**config.mk**
```make
export PLATFORM = sky130hd
export DESIGN_NAME = hfp_cell
export DESIGN_NICKNAME = d
export VERILOG_FILES = /design/src/rtl/hfp_pkg.sv /design/src/rtl/hfp_cell.sv
export SDC_FILE = /design/constraint.sdc
export NUM_CORES = 2
export LEC_CHECK = 0
export BUFFER_PORTS_ARGS = -buffer_cell sky130_fd_sc_hd__buf_2
export CAP_MARGIN = 25
export CORE_UTILIZATION = 40
export CTS_CLUSTER_SIZE = 20
export DETAILED_ROUTE_END_ITERATION = 16
export PLACE_DENSITY_LB_ADDON = 0.05
export REMOVE_ABC_BUFFERS = 1
export SLEW_MARGIN = 20
export SYNTH_ARGS = -nofsm -noshare
export SYNTH_HDL_FRONTEND = slang
export SYNTH_SLANG_ARGS = --single-unit
```
**constraint.sdc**
```tcl
create_clock -name clk -period 20.5 [get_ports clk]
set_input_delay 1.025 -clock clk [delete_from_list [all_inputs] [get_ports clk]]
set_output_delay 1.025 -clock clk [all_outputs]
set_load 0.005 [all_outputs]
```
**src/rtl/hfp_pkg.sv**
```systemverilog
// Shared constants, types and helpers for the HMM forward probability unit.
package hfp_pkg;

    localparam int NumStates  = 8;
    localparam int NumSymbols = 16;
    localparam int ProbW      = 32;
    localparam int RowW       = 3;
    localparam int ColW       = 4;
    localparam int SymbolW    = 4;
    localparam int StateW     = $clog2(NumStates);
    localparam int SymIdxW    = $clog2(NumSymbols);
    localparam int AccW       = ProbW + StateW;
    localparam int CntW       = $clog2(NumStates + 1);

    localparam logic [ProbW-1:0] ProbMax = '1;

    typedef enum logic [1:0] {
        ACT_TRANS   = 2'd0,
        ACT_EMIS    = 2'd1,
        ACT_INIT    = 2'd2,
        ACT_OBSERVE = 2'd3
    } action_t;

    typedef struct packed {
        logic              en;
        action_t           action;
        logic [RowW-1:0]   row;
        logic [ColW-1:0]   col;
        logic [ProbW-1:0]  weight;
    } tbl_wr_t;

    typedef struct packed {
        logic               load_rot;
        logic               shift;
        logic               mac_mul;
        logic               mac_acc;
        logic               emis_mul;
        logic               alpha_wr;
        logic               use_init;
        logic               sym_ok;
        logic [SymIdxW-1:0] sym;
    } cell_cmd_t;

    function automatic logic [ProbW-1:0] sat_prob(input logic [AccW-1:0] v);
        logic [ProbW-1:0] r;
        r = (|v[AccW-1:ProbW]) ? ProbMax : v[ProbW-1:0];
        return r;
    endfunction

endpackage

```
**src/rtl/hfp_cell.sv**
```systemverilog
// One state cell: table slices, forward value, ring stage and multiply-accumulate.
module hfp_cell (
    input  logic                          clk,
    input  logic                          rst_n,
    input  logic [hfp_pkg::StateW-1:0]    idx,
    input  hfp_pkg::cell_cmd_t            cmd,
    input  hfp_pkg::tbl_wr_t              wr,
    input  logic [hfp_pkg::ProbW-1:0]     rot_in,
    output logic [hfp_pkg::ProbW-1:0]     rot_out
);

    logic [hfp_pkg::ProbW-1:0]    trans_reg [hfp_pkg::NumStates];
    logic [hfp_pkg::ProbW-1:0]    emis_reg  [hfp_pkg::NumSymbols];
    logic [hfp_pkg::ProbW-1:0]    init_reg;
    logic [hfp_pkg::ProbW-1:0]    alpha_reg;
    logic [hfp_pkg::ProbW-1:0]    rot_reg;
    logic [hfp_pkg::StateW-1:0]   src_reg;
    logic [hfp_pkg::StateW-1:0]   src_next;
    logic [hfp_pkg::AccW-1:0]     acc_reg;
    logic [2*hfp_pkg::ProbW-1:0]  prod_reg;
    logic [2*hfp_pkg::ProbW-1:0]  prod_next;
    logic [hfp_pkg::ProbW-1:0]    mul_a;
    logic [hfp_pkg::ProbW-1:0]    mul_b;
    logic                         trans_we;
    logic                         emis_we;
    logic                         init_we;

    assign rot_out = rot_reg;

    assign trans_we = wr.en && (wr.action == hfp_pkg::ACT_TRANS)
                      && (int'(wr.row) < hfp_pkg::NumStates)
                      && (wr.col == hfp_pkg::ColW'(idx));
    assign emis_we  = wr.en && (wr.action == hfp_pkg::ACT_EMIS)
                      && (wr.row == hfp_pkg::RowW'(idx))
                      && (int'(wr.col) < hfp_pkg::NumSymbols);
    assign init_we  = wr.en && (wr.action == hfp_pkg::ACT_INIT)
                      && (wr.row == hfp_pkg::RowW'(idx));

    assign src_next = (src_reg == hfp_pkg::StateW'(hfp_pkg::NumStates - 1))
                      ? '0 : src_reg + 1'b1;

    always_comb
    begin
        if (cmd.emis_mul)
        begin
            mul_a = cmd.use_init ? init_reg : hfp_pkg::sat_prob(acc_reg);
            mul_b = cmd.sym_ok ? emis_reg[cmd.sym] : '0;
        end
        else
        begin
            mul_a = rot_reg;
            mul_b = trans_reg[src_reg];
        end
    end

    assign prod_next = (2*hfp_pkg::ProbW)'(mul_a) * (2*hfp_pkg::ProbW)'(mul_b);

    always_ff @(posedge clk)
    begin
        if (trans_we)
        begin
            trans_reg[wr.row[hfp_pkg::StateW-1:0]] <= wr.weight;
        end
        if (emis_we)
        begin
            emis_reg[wr.col[hfp_pkg::SymIdxW-1:0]] <= wr.weight;
        end
        if (init_we)
        begin
            init_reg <= wr.weight;
        end
    end

    always_ff @(posedge clk or negedge rst_n)
    begin
        if (!rst_n)
        begin
            alpha_reg <= '0;
        end
        else if (cmd.alpha_wr)
        begin
            alpha_reg <= prod_reg[2*hfp_pkg::ProbW-1:hfp_pkg::ProbW];
        end
    end

    always_ff @(posedge clk)
    begin
        if (cmd.load_rot)
        begin
            rot_reg <= alpha_reg;
            src_reg <= idx;
            acc_reg <= '0;
        end
        else if (cmd.alpha_wr)
        begin
            rot_reg <= prod_reg[2*hfp_pkg::ProbW-1:hfp_pkg::ProbW];
            src_reg <= idx;
        end
        else
        begin
            if (cmd.shift)
            begin
                rot_reg <= rot_in;
                src_reg <= src_next;
            end
            if (cmd.mac_acc)
            begin
                acc_reg <= acc_reg
                           + hfp_pkg::AccW'(prod_reg[2*hfp_pkg::ProbW-1:hfp_pkg::ProbW]);
            end
        end
        if (cmd.mac_mul || cmd.emis_mul)
        begin
            prod_reg <= prod_next;
        end
    end

endmodule

```
==> impl_results.md <==
- Primary FF master, synth: edfxtp_1
- CP endpoint kind: flop
- Die X: approximately 420 µm
- Total GRT Usage: 0.266
- Top cell type's share of synthesized area: 0.374
- Port bufs: between 100 and 150
- Hold Path Class: primary input to asynchronous set/reset pin
- Cell with the most instances on the worst path: fa_1
- Initial Utilization: 0.405
- Max Slew Vio Count: 0
- CTS sink count: about 940
- Clock skew: 0.0360 ns
- Router iterations before antenna repair: 6
- Vias in the first global route: 47,400
- Pre-CTS setup slack: 8.52 ns
- Top post-synthesis cells by area: edfxtp_1 (37%), fa_1 (26%), mux4_2 (6.7%), inv_1 (5.4%), ha_1 (5.3%)
- Final Util: 0.448
- Unique masters post-synth: between 80 and 90
- WS Path Type: primary input to flop
- Data required, critical path: 20.92 ns
- Crit path max fanout: between 50 and 60
- Post-CTS sizing: 0
- Least-Margin Pin Slew: approximately 1.1 ns
- Met2 wire length: ~110 mm
- Post-route ant nets: 0
- Top Layer Used: met5
- First-pass GRT wire length: 334 mm
- Syn Inst Count: roughly 5,700
- Crit path from: cmd[0]
- Post-synth EDFFs: ~870
- Via/cell ratio: around 5.4
- GP Congestion: about 0.89
- Synth Register Bits: 937
- Final setup fails: 0
- Critical-path top delay cell: buf_4
- Crit share post-route: 0.552
- Total CTS buffers: 96
- Worst-skew pair later-pin latency: 0.69 ns
- Nets: about 7,000
- Most frequent cell after synthesis: inv_1
- Worst-case clock buffer depth: 3
- Die Y: 419 µm
- Layout area overhead: 10.6%
- Max incr delay on CP: around 0.8 ns
- Clk root buf: clkbuf_16
- Worst-path clk slew: 0.08 ns
- Tmin final: ~11 ns
- Post-DP HPWL: about 160 mm
- Final setup margin: around 9.2 ns
- Slew HR: 0.256
- Final Hold Viols: 0
- Register area share after synthesis: 0.396
- CTS tree: built
- Critical path data arrival time: approximately 12 ns
- Fill cell total of the finished layout: about 16,000
- DRT met1 WL: 94.3 mm
- Mean Syn Cell Area: approximately 12 µm²
- Num ports: roughly 120
- Peak Freq: roughly 90 MHz
- Post-synth top cells: inv_1 (1,004), fa_1 (896), edfxtp_1 (867)
- Cts hold-fix bufs: 0
- Via Count: 44,200
- Drt total wl: between 200 and 250 mm
- Async SR Flop Fraction: 0.0342
- DRC Markers: 0
- Largest net degree at the start of global routing: 60
- Number of buffers added for setup after CTS: 0
- Worst r2r path cells: 29
- Share of cells above drive strength 1: 0.133
- Row count: 152
- Initial antenna violation count: 9
- Die area: approximately 180,000 µm²
- Setup tns final: 0 ns
- YS warnings: 0
- Max reg flops: 512
- Htree depth: 3
- Iteration-0 DRC Markers: 3,495
- Post-synthesis instance area: around 70,000 µm²
- CP startpoint kind: primary input
- Grt ovf: 0
- Synth area leader: edfxtp_1
- Core Region: 172,000 µm²
- Max-cap viol count: 0
- Met3 WL: ~12 mm
- Status: complete, no violations
- Unrepaired setup endpoints after global routing: no
- Wire per inst: 27.8 µm
## cell usage in the layout (no fill, tap or decap), types with 31 or more instances in the layout
master,Yosys,routed
a21o_1,65,65
a21oi_1,121,121
buf_2,30,116
buf_4,3,153
clkbuf_16,0,97
dfrtp_1,32,32
dfxtp_1,38,35
edfxtp_1,867,867
fa_1,896,896
ha_1,294,294
inv_1,1004,1003
mux2_2,47,47
mux2i_1,87,87
mux4_2,206,206
nand2_1,564,564
nand3_1,33,33
nor2_1,630,612
o21ai_0,100,80
o221ai_1,31,31
xnor2_1,35,35
## worst max-delay path: cells and delay by family
kind | cells | cell delay (ns)
AOI/OAI and AO/OA | 6 | 1.81
adders and majority gates | 9 | 4.42
and+or+nand+nor | 5 | 1.09
buffers and inverters | 5 | 1.93
muxes | 2 | 1.15
xor gates and xnor gates | 1 | 0.12
## logic make-up after synthesis
logic type	after synthesis	share of synthesized area
AOI/OAI and AO/OA	500	0.0481
xor gates and xnor gates	58	0.00729
adders and majority gates	1190	0.310
buffers and inverters	1288	0.0702
DFF	937	0.396
muxes	341	0.0868
and+or+nand+nor	1390	0.0817
## per-stage QoR
step | instances | hold slack [ns] | area, µm²
floorplan | 5424 | 0.443 | 68600
global placement | 8006 | 0.459 | 73800
detailed placement | 8007 | 0.465 | 73900
CTS | 8184 | 0.408 | 77100
global route | 8185 | 0.444 | 77100
finish | 8186 | 0.429 | 77100
## metal layers
metal | GRT usage | vias to the layer above
met5 | 0 | -
met4 | 0.116 | 6
met3 | 0.0336 | 362
met2 | 0.445 | 1330
met1 | 0.347 | 23500
li1 | - | 19000
## worst paths after layout
check                      slack, ns       endpoint
setup / recovery                9.19   prod_reg[48]
hold / removal                  0.43  alpha_reg[11]
setup reg to reg                9.68   prod_reg[52]
hold reg to reg                 0.47     acc_reg[9]
max in group asynchronous      19.61  alpha_reg[25]
min in group clk                0.47     acc_reg[9]
## final cells by class
cell class | instances | area [µm²] | area share
Multi-Input combinational cell | 3479 | 37800 | 0.490
Inverter | 1008 | 3780 | 0.0491
Antenna cell | 1 | 2.50 | 0.0000324
Timing Repair Buffer | 274 | 1800 | 0.0233
Sequential cell | 937 | 27600 | 0.358
Tap cell | 2310 | 2890 | 0.0375
Clock buffer | 115 | 2500 | 0.0325
Clock inverter | 62 | 744 | 0.00965
Power is not shown: default switching activity piles up to over one toggle a cycle in this logic, so the estimate is an artifact.
